<file path="src/rtl/quoted_escaped_field_splitter_defines.svh">
// Assertion macros for the quoted escaped field splitter
`ifndef QUOTED_ESCAPED_FIELD_SPLITTER_DEFINES_SVH
`define QUOTED_ESCAPED_FIELD_SPLITTER_DEFINES_SVH

// check a property at every clock edge out of reset
`define QEFS_ASSERT(label, prop, msg) \
    label: assert property (@(posedge clk) disable iff (!rst_n) (prop)) \
        else $error(msg);

// check that a condition implies another one on the next edge
`define QEFS_ASSERT_NEXT(label, ante, cons, msg) \
    label: assert property (@(posedge clk) disable iff (!rst_n) (ante) |=> (cons)) \
        else $error(msg);

`endif

</file>
<file path="src/rtl/qefs_pkg.sv">
// Package with types and constants of the quoted escaped field splitter
package qefs_pkg;

    localparam int FIELD_COUNT_BITS_DEFAULT = 8;
    localparam int CFG_INDEX_BITS           = 3;
    localparam int CFG_DATA_BITS            = 64;
    localparam int QUEUE_DEPTH              = 4;
    localparam int QUEUE_PTR_BITS           = $clog2(QUEUE_DEPTH);
    localparam int QUEUE_CNT_BITS           = $clog2(QUEUE_DEPTH + 1);

    localparam logic [7:0] MAX_FIELDS_RESET = 8'd16;

    typedef enum logic [CFG_INDEX_BITS-1:0] {
        REG_DELIM_MAP_0 = 3'd0,
        REG_DELIM_MAP_1 = 3'd1,
        REG_DELIM_MAP_2 = 3'd2,
        REG_DELIM_MAP_3 = 3'd3,
        REG_MAX_FIELDS  = 3'd4
    } reg_index_t;

    typedef enum logic [1:0] {
        KIND_DATA       = 2'd0,
        KIND_FIELD_END  = 2'd1,
        KIND_RECORD_END = 2'd2,
        KIND_ERROR      = 2'd3
    } kind_t;

    localparam logic [7:0] CH_NUL       = 8'h00;
    localparam logic [7:0] CH_TAB       = 8'h09;
    localparam logic [7:0] CH_SPACE     = 8'h20;
    localparam logic [7:0] CH_QUOTE     = 8'h22;
    localparam logic [7:0] CH_BACKSLASH = 8'h5C;
    localparam logic [7:0] CH_ZERO      = 8'h30;
    localparam logic [7:0] CH_SEVEN     = 8'h37;
    localparam logic [7:0] CH_LOWER_B   = 8'h62;
    localparam logic [7:0] CH_LOWER_N   = 8'h6E;
    localparam logic [7:0] CH_LOWER_R   = 8'h72;
    localparam logic [7:0] CH_LOWER_T   = 8'h74;
    localparam logic [7:0] CH_BS        = 8'h08;
    localparam logic [7:0] CH_LF        = 8'h0A;
    localparam logic [7:0] CH_CR        = 8'h0D;

    typedef struct packed {
        kind_t      kind;
        logic [7:0] data_byte;
        logic [7:0] field_number;
        logic       last;
    } result_t;

    function automatic result_t make_result(kind_t k, logic [7:0] d, logic [7:0] f);
        result_t r;
        r.kind         = k;
        r.data_byte    = d;
        r.field_number = f;
        r.last         = 1'b0;
        return r;
    endfunction

    function automatic logic [7:0] escape_byte(logic [7:0] b);
        logic [7:0] r;
        case (b)
            CH_LOWER_B: r = CH_BS;
            CH_LOWER_N: r = CH_LF;
            CH_LOWER_R: r = CH_CR;
            CH_LOWER_T: r = CH_TAB;
            default:    r = b;
        endcase
        return r;
    endfunction

endpackage

</file>
<file path="src/rtl/quoted_escaped_field_splitter.sv">
// Top level of the quoted escaped field splitter: byte decoder and result queue
// Results of an accepted byte are registered into the result queue and leave from its head.
// Throughput: one input byte per cycle while in_ready is high; a byte yields at most two results,
// which drain one per cycle while out_ready is high from a four-entry result queue.
// Input is ready while at least two queue entries are free.
// Reset clears the record state, queue and registers (max_fields to 16).
`include "quoted_escaped_field_splitter_defines.svh"

module quoted_escaped_field_splitter #(
    parameter int FIELD_COUNT_BITS = qefs_pkg::FIELD_COUNT_BITS_DEFAULT
) (
    input  logic                                 clk,
    input  logic                                 rst_n,
    input  logic                                 cfg_valid,
    output logic                                 cfg_ready,
    input  logic [qefs_pkg::CFG_INDEX_BITS-1:0]  cfg_index,
    input  logic [qefs_pkg::CFG_DATA_BITS-1:0]   cfg_data,
    input  logic                                 in_valid,
    output logic                                 in_ready,
    input  logic [7:0]                           in_byte,
    output logic                                 out_valid,
    input  logic                                 out_ready,
    output logic [1:0]                           kind,
    output logic [7:0]                           data_byte,
    output logic [7:0]                           field_number,
    output logic                                 last
);

    import qefs_pkg::*;

    localparam int CW = FIELD_COUNT_BITS + 9;

    logic [3:0][63:0]              delim_map_reg;
    logic [7:0]                    max_fields_reg;

    logic                          in_quotes_reg, in_quotes_next;
    logic                          after_backslash_reg, after_backslash_next;
    logic                          octal_active_reg, octal_active_next;
    logic [7:0]                    octal_value_reg, octal_value_next;
    logic                          at_field_start_reg, at_field_start_next;
    logic [FIELD_COUNT_BITS-1:0]   field_index_reg, field_index_next;
    logic                          discarding_reg, discarding_next;

    result_t                       queue_reg [QUEUE_DEPTH];
    logic [QUEUE_PTR_BITS-1:0]     head_reg, head_next;
    logic [QUEUE_PTR_BITS-1:0]     tail_reg, tail_next;
    logic [QUEUE_CNT_BITS-1:0]     count_reg, count_next;

    result_t                       new_res [2];
    logic [1:0]                    push_cnt;
    logic                          in_fire;
    logic                          out_fire;
    logic                          is_delim;
    logic                          is_octal;
    logic                          is_blank;
    logic [FIELD_COUNT_BITS+7:0]   idx_wide;
    logic [FIELD_COUNT_BITS+7:0]   idx_inc_wide;
    logic [FIELD_COUNT_BITS-1:0]   idx_inc;
    logic [7:0]                    fnum_cur;
    logic [7:0]                    fnum_inc;
    logic                          over_limit;
    logic [CW-1:0]                 idx_plus2;
    logic [CW-1:0]                 mf_ext;

    assign cfg_ready = 1'b1;
    assign in_ready  = (count_reg <= QUEUE_CNT_BITS'(QUEUE_DEPTH - 2));
    assign in_fire   = in_valid && in_ready;
    assign out_valid = (count_reg != '0);
    assign out_fire  = out_valid && out_ready;

    assign kind         = queue_reg[head_reg].kind;
    assign data_byte    = queue_reg[head_reg].data_byte;
    assign field_number = queue_reg[head_reg].field_number;
    assign last         = queue_reg[head_reg].last;

    assign is_delim  = (in_byte != CH_NUL) && delim_map_reg[in_byte[7:6]][in_byte[5:0]];
    assign is_octal  = (in_byte >= CH_ZERO) && (in_byte <= CH_SEVEN);
    assign is_blank  = (in_byte == CH_SPACE) || (in_byte == CH_TAB);

    assign idx_inc      = field_index_reg + 1'b1;
    assign idx_wide     = {8'b0, field_index_reg};
    assign idx_inc_wide = {8'b0, idx_inc};
    assign fnum_cur     = idx_wide[7:0];
    assign fnum_inc     = idx_inc_wide[7:0];
    assign idx_plus2    = CW'(field_index_reg) + CW'(2);
    assign mf_ext       = CW'(max_fields_reg);
    assign over_limit   = (idx_plus2 >= mf_ext);

    // decode one byte
    always_comb
    begin
        logic done;
        logic end_rec;
        done                 = 1'b0;
        end_rec              = 1'b0;
        push_cnt             = 2'd0;
        new_res[0]           = make_result(KIND_DATA, 8'h00, 8'h00);
        new_res[1]           = make_result(KIND_DATA, 8'h00, 8'h00);
        in_quotes_next       = in_quotes_reg;
        after_backslash_next = after_backslash_reg;
        octal_active_next    = octal_active_reg;
        octal_value_next     = octal_value_reg;
        at_field_start_next  = at_field_start_reg;
        field_index_next     = field_index_reg;
        discarding_next      = discarding_reg;

        if (in_fire)
        begin
            if (discarding_reg)
            begin
                done    = 1'b1;
                end_rec = (in_byte == CH_NUL);
            end
            else if (at_field_start_reg)
            begin
                if (over_limit)
                begin
                    new_res[0] = make_result(KIND_ERROR, 8'h00, fnum_cur);
                    push_cnt   = 2'd1;
                    done       = 1'b1;
                    if (in_byte == CH_NUL)
                    begin
                        end_rec = 1'b1;
                    end
                    else
                    begin
                        discarding_next = 1'b1;
                    end
                end
                else if (is_blank)
                begin
                    done = 1'b1;
                end
                else
                begin
                    at_field_start_next = 1'b0;
                end
            end

            if (!done)
            begin
                if (after_backslash_reg)
                begin
                    after_backslash_next = 1'b0;
                    if (in_byte == CH_NUL)
                    begin
                        new_res[0] = make_result(KIND_RECORD_END, 8'h00, fnum_inc);
                        push_cnt   = 2'd1;
                        end_rec    = 1'b1;
                    end
                    else if (is_octal)
                    begin
                        octal_active_next = 1'b1;
                        octal_value_next  = {5'b0, in_byte[2:0]};
                    end
                    else
                    begin
                        new_res[0] = make_result(KIND_DATA, escape_byte(in_byte), fnum_cur);
                        push_cnt   = 2'd1;
                    end
                end
                else
                begin
                    if (octal_active_reg)
                    begin
                        if (is_octal)
                        begin
                            octal_value_next = {octal_value_reg[4:0], in_byte[2:0]};
                            done             = 1'b1;
                        end
                        else
                        begin
                            new_res[0] = make_result(KIND_DATA, octal_value_reg, fnum_cur);
                            push_cnt          = 2'd1;
                            octal_active_next = 1'b0;
                            octal_value_next  = 8'h00;
                        end
                    end
                    if (!done)
                    begin
                        if (in_byte == CH_NUL)
                        begin
                            new_res[push_cnt[0]] =
                                make_result(KIND_RECORD_END, 8'h00, fnum_inc);
                            push_cnt = push_cnt + 2'd1;
                            end_rec  = 1'b1;
                        end
                        else if (is_delim)
                        begin
                            if (in_quotes_reg)
                            begin
                                new_res[push_cnt[0]] =
                                    make_result(KIND_DATA, in_byte, fnum_cur);
                            end
                            else
                            begin
                                new_res[push_cnt[0]] =
                                    make_result(KIND_FIELD_END, 8'h00, fnum_cur);
                                field_index_next    = idx_inc;
                                at_field_start_next = 1'b1;
                            end
                            push_cnt = push_cnt + 2'd1;
                        end
                        else if (in_byte == CH_QUOTE)
                        begin
                            in_quotes_next = !in_quotes_reg;
                        end
                        else if (in_byte == CH_BACKSLASH)
                        begin
                            after_backslash_next = 1'b1;
                        end
                        else
                        begin
                            new_res[push_cnt[0]] = make_result(KIND_DATA, in_byte, fnum_cur);
                            push_cnt = push_cnt + 2'd1;
                        end
                    end
                end
            end

            // return to the record start state
            if (end_rec)
            begin
                in_quotes_next       = 1'b0;
                after_backslash_next = 1'b0;
                octal_active_next    = 1'b0;
                octal_value_next     = 8'h00;
                at_field_start_next  = 1'b1;
                field_index_next     = '0;
                discarding_next      = 1'b0;
            end

            if (push_cnt == 2'd2)
            begin
                new_res[1].last = 1'b1;
            end
            else if (push_cnt == 2'd1)
            begin
                new_res[0].last = 1'b1;
            end
        end
    end

    always_comb
    begin
        head_next  = head_reg + QUEUE_PTR_BITS'(out_fire);
        tail_next  = tail_reg + QUEUE_PTR_BITS'(push_cnt);
        count_next = count_reg + QUEUE_CNT_BITS'(push_cnt) - QUEUE_CNT_BITS'(out_fire);
    end

    always_ff @(posedge clk or negedge rst_n)
    begin
        if (!rst_n)
        begin
            delim_map_reg       <= '0;
            max_fields_reg      <= MAX_FIELDS_RESET;
            in_quotes_reg       <= 1'b0;
            after_backslash_reg <= 1'b0;
            octal_active_reg    <= 1'b0;
            octal_value_reg     <= 8'h00;
            at_field_start_reg  <= 1'b1;
            field_index_reg     <= '0;
            discarding_reg      <= 1'b0;
            head_reg            <= '0;
            tail_reg            <= '0;
            count_reg           <= '0;
        end
        else
        begin
            if (cfg_valid && cfg_ready)
            begin
                case (cfg_index)
                    REG_DELIM_MAP_0: delim_map_reg[0] <= cfg_data;
                    REG_DELIM_MAP_1: delim_map_reg[1] <= cfg_data;
                    REG_DELIM_MAP_2: delim_map_reg[2] <= cfg_data;
                    REG_DELIM_MAP_3: delim_map_reg[3] <= cfg_data;
                    REG_MAX_FIELDS:  max_fields_reg   <= cfg_data[7:0];
                    default:         ;
                endcase
            end
            in_quotes_reg       <= in_quotes_next;
            after_backslash_reg <= after_backslash_next;
            octal_active_reg    <= octal_active_next;
            octal_value_reg     <= octal_value_next;
            at_field_start_reg  <= at_field_start_next;
            field_index_reg     <= field_index_next;
            discarding_reg      <= discarding_next;
            head_reg            <= head_next;
            tail_reg            <= tail_next;
            count_reg           <= count_next;
        end
    end

    // result queue storage
    always_ff @(posedge clk)
    begin
        if (push_cnt != 2'd0)
        begin
            queue_reg[tail_reg] <= new_res[0];
        end
        if (push_cnt == 2'd2)
        begin
            queue_reg[tail_reg + QUEUE_PTR_BITS'(1)] <= new_res[1];
        end
    end

    `QEFS_ASSERT(a_count_bound, count_reg <= QUEUE_CNT_BITS'(QUEUE_DEPTH), "queue overflow")
    `QEFS_ASSERT(a_ready_room, !in_ready || (count_reg <= QUEUE_CNT_BITS'(QUEUE_DEPTH - 2)), "no room for request")
    `QEFS_ASSERT(a_escape_excl, !(octal_active_reg && after_backslash_reg), "octal and escape both set")
    `QEFS_ASSERT_NEXT(a_term_clears, in_fire && (in_byte == CH_NUL), at_field_start_reg && (field_index_reg == '0) && !discarding_reg, "terminator did not clear record")
    `QEFS_ASSERT_NEXT(a_pop_count, out_fire && (push_cnt == 2'd0), count_reg == $past(count_reg) - QUEUE_CNT_BITS'(1), "pop count mismatch")

endmodule

</file>
<file path="config.mk">
export PLATFORM = sky130hd
export DESIGN_NAME = quoted_escaped_field_splitter
export DESIGN_NICKNAME = d
export VERILOG_FILES = /design/src/rtl/qefs_pkg.sv /design/src/rtl/quoted_escaped_field_splitter.sv
export VERILOG_INCLUDE_DIRS = /design/src /design/src/rtl
export SDC_FILE = /design/constraint.sdc
export NUM_CORES = 1
export LEC_CHECK = 0
export BUFFER_PORTS_ARGS = -buffer_cell sky130_fd_sc_hd__buf_2
export CORE_MARGIN = 4
export CORE_UTILIZATION = 42
export DETAILED_ROUTE_END_ITERATION = 8
export PLACE_DENSITY = 0.69
export SLEW_MARGIN = 15
export SYNTH_ARGS = -nofsm -noshare
export SYNTH_HDL_FRONTEND = slang
export SYNTH_SLANG_ARGS = --single-unit
</file>
<file path="constraint.sdc">
create_clock -name clk -period 5.9 [get_ports clk]
set_input_delay 1.18 -clock clk [delete_from_list [all_inputs] [get_ports clk]]
set_output_delay 1.18 -clock clk [all_outputs]
set_load 0.005 [all_outputs]
</file>
* Word-level counts from Yosys, hierarchy flattened
Memories as Yosys holds them, arrays and structs flattened.
Index checks and enable logic that the tools add are counted.
** Cells by class
- Multiplexer cells :: 121
- Eq/ne operators :: 23
- Add/sub/neg operators :: 8
- Reduce and logical (&&, ||, !) cells :: 25
- Bitwise operators :: 1
- Magnitude comparators :: 8
** Operators with widths (count)
- 38-bit 2-to-1 mux :: 8
- 19-bit 2-to-1 mux :: 13
- 64-bit binary-select mux with 2-bit select :: 1
- 38-bit bitwise mux :: 3
- 8-bit 2-to-1 mux :: 14
- 64-bit 2-to-1 mux :: 1
- 1-bit 2-to-1 mux :: 63
- 8-bit by 7-bit == test with 1-bit output, second input constant :: 5
- 8-bit one-hot mux with 4 select lines :: 1
- 2-bit 2-to-1 mux :: 15
- 19-bit demux with 1-bit select :: 1
- 8-bit by 6-bit == test with 1-bit output, second input constant :: 2
- 7-bit AND reduction :: 2
- 2-bit by 1-bit inequality test with 1-bit output, second input constant :: 6
- 2-bit AND reduction :: 6
- 8-bit by 2-bit adder with 9-bit output, second input constant :: 1
- 9-bit by 8-bit >= comparator with 1-bit output :: 1
- 8-bit by 1-bit adder with 8-bit output, second input constant :: 1
- 8-bit by 4-bit == test with 1-bit output, second input constant :: 1
- 8-bit by 6-bit >= comparator with 1-bit output, second input constant :: 1
- 8-bit by 6-bit less-or-equal comparator with 1-bit output, second input constant :: 1
- 8-bit zero test :: 1
- 8-bit nonzero test :: 1
- 6-bit by 7-bit < comparator with 1-bit output, second input constant :: 1
- 26 further kinds :: 36
** Storage, ports and cells
- RAM bits :: 76
- Logic and storage cells :: 202
- Register bits :: 292
- Bits of input ports :: 80
- Memories :: 1
- Output and inout port bits :: 22
** Memories
- queue_reg :: words 4, width 19, read ports 1, clocked after Yosys merged registers in 0, write ports 2, line quoted_escaped_field_splitter.sv:44 : result_t queue_reg [QUEUE_DEPTH];

* Logic depth before layout (Yosys ltp)
Gate-level depths: netlist of run 1.
- Depth in word-level cells :: 26
- Gate-level depth with buffers :: 23
- Depth with buffers taken out :: 21

* Least setup slack after synthesis of run 1
No wires, ideal clock.
- Path kind :: input to register
- From :: input in_byte[0]
- To :: memory queue_reg[1][0] in the netlist's numbering, enable pin
- Library setup time :: 425 ps
- Arrival :: 5220 ps
- Required time :: 5475 ps
- Path buffers :: 5
- Cell stages on the path :: 13
- Setup slack :: 256 ps
- Cells stage by stage :: buf_2 -> buf_2 -> buf_2 -> buf_2 -> a211oi_1 -> a311oi_1 -> o221ai_1 -> a32oi_4 -> o2111ai_2 -> buf_4 -> a21boi_2 -> and2_1 -> a211oi_1
** RTL lines
- start: declaration :: line quoted_escaped_field_splitter.sv:20 : input logic [7:0] in_byte,
- end: declaration :: line quoted_escaped_field_splitter.sv:44

* Worst setup path in the final report of run 1
- From :: register field_index_reg[2]
- To :: register count_reg[2]
** On the way
- Longest elaborated chain between the ends :: 22
- Elaborated cells between the ends (all ways) :: 27
- Classes of those cells :: 4 x add/sub; 1 x order compare; 22 x mux
** RTL lines
- start: declaration :: line quoted_escaped_field_splitter.sv:41 : logic [FIELD_COUNT_BITS-1:0] field_index_reg, field_index_next;
- start signal: assignment :: line quoted_escaped_field_splitter.sv:286 : field_index_reg <= field_index_next;
- 8-bit by 2-bit adder with 9-bit output * :: line quoted_escaped_field_splitter.sv:85 : assign idx_plus2 = CW'(field_index_reg) + CW'(2);
- 9-bit by 8-bit >= comparator with 1-bit output * :: line quoted_escaped_field_splitter.sv:87 : assign over_limit = (idx_plus2 >= mf_ext);
- 1-bit 2-to-1 mux :: line quoted_escaped_field_splitter.sv:116 : if (over_limit)
- 1-bit 2-to-1 mux :: line quoted_escaped_field_splitter.sv:114 : else if (at_field_start_reg)
- 1-bit 2-to-1 mux :: line quoted_escaped_field_splitter.sv:109 : if (discarding_reg)
- 2-bit 2-to-1 mux :: line quoted_escaped_field_splitter.sv:151, quoted_escaped_field_splitter.sv:166
- 2-bit 2-to-1 mux :: line quoted_escaped_field_splitter.sv:164 : if (octal_active_reg)
- 2-bit 2-to-1 mux :: line quoted_escaped_field_splitter.sv:142 : if (after_backslash_reg)
- [6 not listed]
- 2-bit 2-to-1 mux :: line quoted_escaped_field_splitter.sv:181 : if (in_byte == CH_NUL)
- 2-bit 2-to-1 mux :: line quoted_escaped_field_splitter.sv:179 : if (!done)
- 2-bit 2-to-1 mux :: line quoted_escaped_field_splitter.sv:142
- 2-bit 2-to-1 mux * :: line quoted_escaped_field_splitter.sv:140 : if (!done)
- 2-bit 2-to-1 mux * (2 in series) :: line quoted_escaped_field_splitter.sv:107 : if (in_fire)
- 3-bit by 2-bit adder with 3-bit output * :: line quoted_escaped_field_splitter.sv:248 : count_next = count_reg + QUEUE_CNT_BITS'(push_cnt) - QUEUE_CNT_BITS'(out_fire);
- 3-bit by 1-bit subtractor with 3-bit output * :: line quoted_escaped_field_splitter.sv:248
- named net count_next[2] :: line quoted_escaped_field_splitter.sv:47 : logic [QUEUE_CNT_BITS-1:0] count_reg, count_next;
- end signal: assignment :: line quoted_escaped_field_splitter.sv:290 : count_reg <= count_next;
- end: declaration :: line quoted_escaped_field_splitter.sv:47
The timed path passes the listed nets; every way through them passes the cells marked *. The select of a mux whose other input is x is not followed.
A chain may end at the register's enable or synchronous reset.

==> results of run 1 <==
-- worst max path at each step --
stage / start / end / slack, ns / depth (start not counted)
finish: field_index_reg[2] / count_reg[2] / 0.65 / 18
global placement: in_byte[7] / count_reg[2] / 0.64 / 17
floorplan: in_byte[0] / queue_reg[1][0] / 0.26 / 13
detailed placement: in_byte[7] / count_reg[2] / 0.55 / 18
CTS: field_index_reg[2] / count_reg[2] / 0.80 / 18
global route: field_index_reg[2] / count_reg[2] / 0.25 / 18
-- power groups by stage --
stage	Clock [mW]	Sequential [mW]	Combinational, mW
after global placement	0	3.54	2.17
after floorplan	0	3.40	1.66
after detailed placement	0	3.57	2.23
after global routing	2.73	3.59	2.44
after CTS	2.61	3.52	2.24
final	2.57	3.52	2.22
-- worst register-to-register path: stages, from the launching register on --
cell	delay (ns)
dfrtp_1	0.55
ha_1	0.32
and3_1	0.27
nand3_1	0.11
xnor2_1	0.27
ha_1	0.33
a21oi_1	0.14
o31ai_1	0.12
a31oi_1	0.56
nor2_1	0.30
a2111oi_0	0.61
a31oi_1	0.31
ha_1	0.36
inv_1	0.06
ha_1	0.13
inv_1	0.05
fa_1	0.37
xor2_1	0.16
xnor2_1	0.12
-- Yosys cell counts, drive strengths merged, types with 3 or more instances --
cell	n
a2111oi	5
a211o	4
a211oi	19
a21o	4
a21oi	42
a22oi	18
a31oi	12
a32oi	6
and2	7
and3	7
buf	39
clkbuf	57
dfrtp	290
edfxtp	76
ha	16
inv	29
mux2	264
mux2i	119
mux4	65
nand2	88
nand2b	9
nand3	32
nand4	6
nor2	20
nor2b	5
nor3	13
nor4	5
o211ai	10
o21ai	58
o221ai	9
o22a	3
o22ai	12
o31ai	4
or3	3
xnor2	13
xor2	5
-- area by class of cell --
cell class	instances	share of cell area
diodes	1	0.000117
clock buffers	57	0.0547
multi-input cells	911	0.406
clock inverters	13	0.00846
well taps	592	0.0348
flip-flops and latches	368	0.450
inverters	31	0.00546
repair buffers	141	0.0403
-- cells by family after synthesis --
family / after synthesis / share of synthesized area
other: 1 / 0.000200
AO/OA/AOI/OAI: 222 / 0.0828
buffers and inverters: 127 / 0.0323
adder cells (fa/ha/maj): 17 / 0.0117
multiplexers: 448 / 0.300
XOR/XNOR: 18 / 0.00839
AND/OR/NAND/NOR: 205 / 0.0541
flip-flops: 368 / 0.510
-- metal layers --
metal  vias to the layer above  global-route usage  routed length, um
li1                       5511                   -                  -
met3                        78              0.0334               2410
met2                       337               0.327              22700
met1                      6313               0.258              19900
met4                        12              0.0482                927
met5                         -                   0                 69
-- cells in the final DEF, fill, tap and decap left out, types with 5 or more instances in the layout --
cell type and instances:
clkbuf_16 41, mux2_2 264, a22oi_1 18, edfxtp_1 76, nand3_1 32, a21oi_1 42
clkbuf_8 8, a32oi_1 5, clkbuf_1 8, nand2b_1 9, o221ai_1 9, buf_4 39
inv_1 29, xnor2_1 13, o211ai_1 9, ha_1 16, and3_1 7, nor2b_1 5
nor3_1 13, xor2_1 5, nand4_1 6, dfrtp_1 290, clkinv_2 5, buf_2 98
o21ai_0 53, nor2_1 19, o21ai_1 5, nand2_1 88, and2_1 6, mux4_2 62
o22ai_1 12, a211oi_1 12, mux2i_1 119, a31oi_1 12
-- stage by stage --
| step | instances | hold slack (ns) | power (mW) | setup slack [ns] |
|---|---|---|---|---|
| after global routing | 2113 | 0.476 | 8.76 | 0.246 |
| final | 2114 | 0.478 | 8.31 | 0.651 |
| after floorplan | 1406 | 0.442 | 5.06 | 0.256 |
| after global placement | 2043 | 0.455 | 5.71 | 0.642 |
| after detailed placement | 2043 | 0.474 | 5.79 | 0.551 |
| after CTS | 2113 | 0.460 | 8.37 | 0.802 |
==> qor.yml, run 1 <==
outcome:
  status: "complete, no violations"
cts:
  postCtsSetupBuffers: 0
  clk_latency_ns: 0.58
  cts_buffer_depth: 3
  ctsResizeCount: 0
  clk_pin_slew_ns: 0.06
  clock_tree.root_cell: "clkbuf_16"
  clock-sinks: 368
  numCtsBuffers: 39
  cts.htree.levels: 2
  hold_buffers: 0
  cts_tree: "yes"
synthesis:
  synth-edff-count: 76
  async_flop_share: 0.793
  syn_nets: 1503
  netlist_top_cells_area: "dfrtp_1 (39%), mux2_2 (16%), edfxtp_1 (12%)"
  synth-seq-cells: 368
  synth_area_sq_um: 18800
  syn_area_per_cell_sq_um: 13.4
  yosysSeqAreaShare: 0.510
  yosysTopAreaCellShare: 0.386
  yosysWarnings: 0
  yosysUniqueCellTypes: 73
  synth_area_leader_cell: "dfrtp_1"
  syn_inst: 1406
  ys.flop_type: "dfrtp_1"
critical_path:
  critical_path_class: "flop to flop"
  rrSetupSlack_ns: 0.65
  rr_endpoint: "count_reg[2]"
  critPathMaxFanout: 10
  cp-start-kind: "flop"
  crit_top_cell: "ha_1"
  cp_slowest_cell: "a2111oi_0"
  cp.arrival_ns: 5.71
  timing.rr.start: "field_index_reg[2]"
  critPathMaxStageDelay_ns: 0.61
  crit_family: "compound AO/OA/AOI/OAI gates"
  cp.required_ns: 6.36
  worstPathCellList: "ha_1 > and3_1 > nand3_1 > xnor2_1 > ha_1 > a21oi_1 > o31ai_1 > a31oi_1 > nor2_1 > a2111oi_0 > a31oi_1 > ha_1 > inv_1 > ha_1 > inv_1 > fa_1 > xor2_1 > xnor2_1"
  rr_worst_depth: 18
  crit_buf_inv: 2
  end_kind: "flop"
sta:
  skew_ns: 0.0311
  period_needed_ns: 5.25
  finalCritPeriodShare: 0.890
  fmax_mhz: 191
  slew_viol_final: 0
  fin_setup_tns_ns: 0
  tightest_slew_ns: 1.06
  setup_violations: 0
  finalHoldViolCount: 0
  grt_setup_unrepaired: "no"
  maxSlewHeadroom: 0.292
power:
  clkPwrFrac: 0.309
  worst_ir_drop_vdd_uv: 235
  intPower_mw: 5.82
  pwr-share-comb: 0.267
  switching_power_mw: 2.49
  seq_power_share: 0.423
  switching_share: 0.299
  p_leak_nw: 8.60
  power_density_nw_per_um2: 390
min_path:
  hold_path_class: "input pin to async pin"
routing:
  vias: 12300
  ant_nets: 0
  dr.pass1.iters: 5
  drt_iter0_markers: 1151
  via_per_inst: 5.80
  route.detailed.drc: 0
  totalWireLength_mm: 46.0
  routedWlPerCell_um: 21.7
global_routing:
  overflow: 0
  grt_use_total: 0.192
  grt_pass1_vias: 12700
  grt_max_degree: 191
  grt_first_pass_wirelength_mm: 73.3
  antenna_found_initial: 7
floorplanning:
  die_x_um: 220
  pin_count: 102
  die-area_sq_um: 48200
  fp.coreArea_sq_um: 44200
  start_util: 0.425
  rows: 77
  die_h_um: 220
cells_and_area:
  nets: 1589
  largest_reg_flops: 256
  fin_area_sq_um: 21300
  nFillCells: 3869
  final_util: 0.482
  regArea_sq_um: 9590
  area_growth_pct: 13.4
  multi_input_area_sq_um: 8650
  final_layout_size_suffix_gt1_frac: 0.364
placed_design:
  hpwl_mm: 30.9
  numPortBuffers: 100
  place_congestion: 0.914
  post_dp_cell_area_sq_um: 20000
job:
  drv_cap: 0
Power figures use the tool's default switching activity.
==> inputs of run 2 (changes only) <==
--- a/config.mk
+++ b/config.mk
@@ -6,11 +6,11 @@
 export SDC_FILE = /design/constraint.sdc
 export NUM_CORES = 1
 export LEC_CHECK = 0
-export BUFFER_PORTS_ARGS = -buffer_cell sky130_fd_sc_hd__buf_2
 export CORE_MARGIN = 4
 export CORE_UTILIZATION = 42
 export DETAILED_ROUTE_END_ITERATION = 8
-export PLACE_DENSITY = 0.69
+export DONT_BUFFER_PORTS = 1
+export PLACE_DENSITY = 0.67
 export SLEW_MARGIN = 15
 export SYNTH_ARGS = -nofsm -noshare
 export SYNTH_HDL_FRONTEND = slang
==> run 2 against run 1 <==
Worst setup slack improved by 0.16 ns. Design area shrank 3.6%. Global-route usage down 0.34 points. Wire length is 2.1% lower. Critical path depth is 4 lower. Core utilization is 1.7 points lower. Non-clock buffer count down 121. Clock-buffer cell count decreased by 1. Sequential cell count unchanged. Largest power group unchanged.
==> qor.yml, run 2 (same netlist as run 1, synthesis figures left out) <==
sta:
  period_needed_ns: 5.09  # -0.158 ns
  fmax_mhz: 196  # +3.1%
  setup_violations: 0  # unchanged
  finalHoldViolCount: 0  # unchanged
  final.setup.worst_slack_ns: 0.809  # +0.158 ns
  fin_setup_tns_ns: 0  # unchanged
  maxSlewHeadroom: 0.307  # +0.0152
  finalCritPeriodShare: 0.863  # -0.0268
  skew_ns: 0.0293  # -0.00172 ns
  grt_setup_unrepaired: "no"
  tightest_slew_ns: 1.04  # -0.0228 ns
  slew_viol_final: 0  # unchanged
power:
  finalPower_mw: 7.96  # -4.2%
  worst_ir_drop_vdd_uv: 241  # +2.3%
  p_leak_nw: 8.06  # -6.3%
  power_density_nw_per_um2: 387  # -0.67%
floorplanning:
  pin_count: 102  # unchanged
  die-area_sq_um: 48200  # unchanged
  rows: 77  # unchanged
  fp.coreArea_sq_um: 44200  # unchanged
  die_x_um: 220  # unchanged
  die_h_um: 220  # unchanged
  start_util: 0.425  # unchanged
cells_and_area:
  final_layout_size_suffix_gt1_frac: 0.309  # -0.0557
  area_growth_pct: 9.36
  final_common_cell: "dfrtp_1"
  fin_area_sq_um: 20500  # -3.6%
  nets: 1469  # -7.6%
  largest_reg_flops: 256  # unchanged
  nFillCells: 3888  # +0.49%
  layout_common_cells: "dfrtp_1 (290), mux2_2 (264), mux2i_1 (119)"
  num_antenna_cells: 0  # -1
global_routing:
  grt_max_degree: 293  # +53%
  grt_use_total: 0.189  # -0.00335
  grt_pass1_vias: 12400  # -2.5%
  antenna_found_initial: 0  # -7
  overflow: 0  # unchanged
  grt_first_pass_wirelength_mm: 72.2  # -1.5%
outcome:
  status: "complete, no violations"
placed_design:
  post_dp_cell_area_sq_um: 19300  # -3.5%
  pre_cts_ws_ns: 0.880  # +0.329 ns
  numPortBuffers: 0  # -100%
  hpwl_mm: 29.5  # -4.7%
  place_congestion: 0.888  # -2.9%
routing:
  top_layer: "met4"
  via_per_inst: 5.86  # +1.2%
  ant_nets: 0  # unchanged
  route.detailed.drc: 0  # unchanged
  totalWireLength_mm: 45.0  # -2.1%
  vias: 11700  # -4.6%
  routedWlPerCell_um: 22.6  # +3.8%
  wl_met1_mm: 18.6  # -6.6%
  dr.pass1.iters: 5  # unchanged
  met2_wirelength_mm: 22.3  # -1.6%
  drt_iter0_markers: 1119  # -2.8%
  wl_met3_mm: 3.18  # +32%
critical_path:
  critical_path_class: "flop to flop"
  rr_worst_depth: 14  # -4
  critPathMaxFanout: 12  # +2
  cp.arrival_ns: 5.35  # -0.36 ns
  cp-start-kind: "flop"
  end_kind: "flop"
  cp.required_ns: 6.16  # -0.20 ns
cts:
  clk_pin_slew_ns: 0.06  # about the same
  hold_buffers: 0  # unchanged
  cts_buffer_depth: 3  # unchanged
  cts.htree.levels: 2  # unchanged
  ctsResizeCount: 0  # unchanged
  numCtsBuffers: 40  # +2.6%
  clk_latency_ns: 0.56  # -0.02 ns
  clock_tree.root_cell: "clkbuf_16"
  cts_tree: "yes"
  clock-sinks: 368  # unchanged
  postCtsSetupBuffers: 0  # unchanged
job:
  drv_cap: 0  # unchanged
min_path:
  hold_path_class: "input pin to async pin"
run 2: changes by cell type in the layout (fill, tap and decap cells not counted), moves of 2 or more:
| cell | delta |
|---|---|
| clkinv_2 | +2 |
| buf_12 | -2 |
| buf_2 | -98 |
| buf_4 | -20 |
| bufinv_16 | -2 |
| clkbuf_8 | -2 |
| clkbuf_1 | +2 |
run 2: critical path: stages, from the launching register on:
cell       delay (ns)
dfrtp_1          0.55
ha_1             0.32
and3_1           0.27
nand3_1          0.12
xnor2_1          0.27
ha_1             0.32
a21oi_1          0.15
o31ai_1          0.12
a31oi_1          0.53
nor2_1           0.25
a2111oi_0        0.41
a31oi_1          0.30
and2_1           0.32
o21ai_1          0.66
buf_12           0.23
run 2: final timing paths:
check | from | endpoint | slack, ns
setup / recovery | field_index_reg[2] | queue_reg[2][0] | 0.81
hold / removal | rst_n | delim_map_reg[99] | 0.33
setup reg to reg | field_index_reg[2] | queue_reg[2][0] | 0.81
hold reg to reg | count_reg[2] | count_reg[2] | 0.50
max in group asynchronous | rst_n | head_reg[1] | 5.12
min in group clk | count_reg[2] | count_reg[2] | 0.50
run 2: final cells by class:
class / count / area, sq um / area share
Tap cell: 592 / 741 / 0.0360
Sequential cell: 368 / 9590 / 0.467
Inverter: 31 / 116 / 0.00566
Clock inverter: 14 / 165 / 0.00804
Timing Repair Buffer: 20 / 163 / 0.00792
Multi-Input combinational cell: 911 / 8650 / 0.421
Clock buffer: 56 / 1120 / 0.0546
run 2: routing by layer:
metal | vias up | GRT usage
met3 | 67 | 0.0458
met1 | 6036 | 0.246
li1 | 5251 | -
met4 | 0 | 0.0453
met2 | 329 | 0.321
met5 | - | 0
run 2: report_power, final:
part / leakage, nW / switching, mW / internal [mW]
clock: 0.631 / 1.02 / 1.42
sequential: 4.20 / 0.323 / 3.19
combinational: 3.23 / 1.00 / 0.995
total: 8.06 / 2.35 / 5.61
run 2: stage by stage:
stage,hold slack [ns],util,instances
after floorplan,0.442,-,1406
after global placement,0.463,0.436,1922
after detailed placement,0.474,0.436,1922
after CTS,0.308,0.465,1992
after global routing,0.302,0.465,1992
final,0.330,0.465,1992
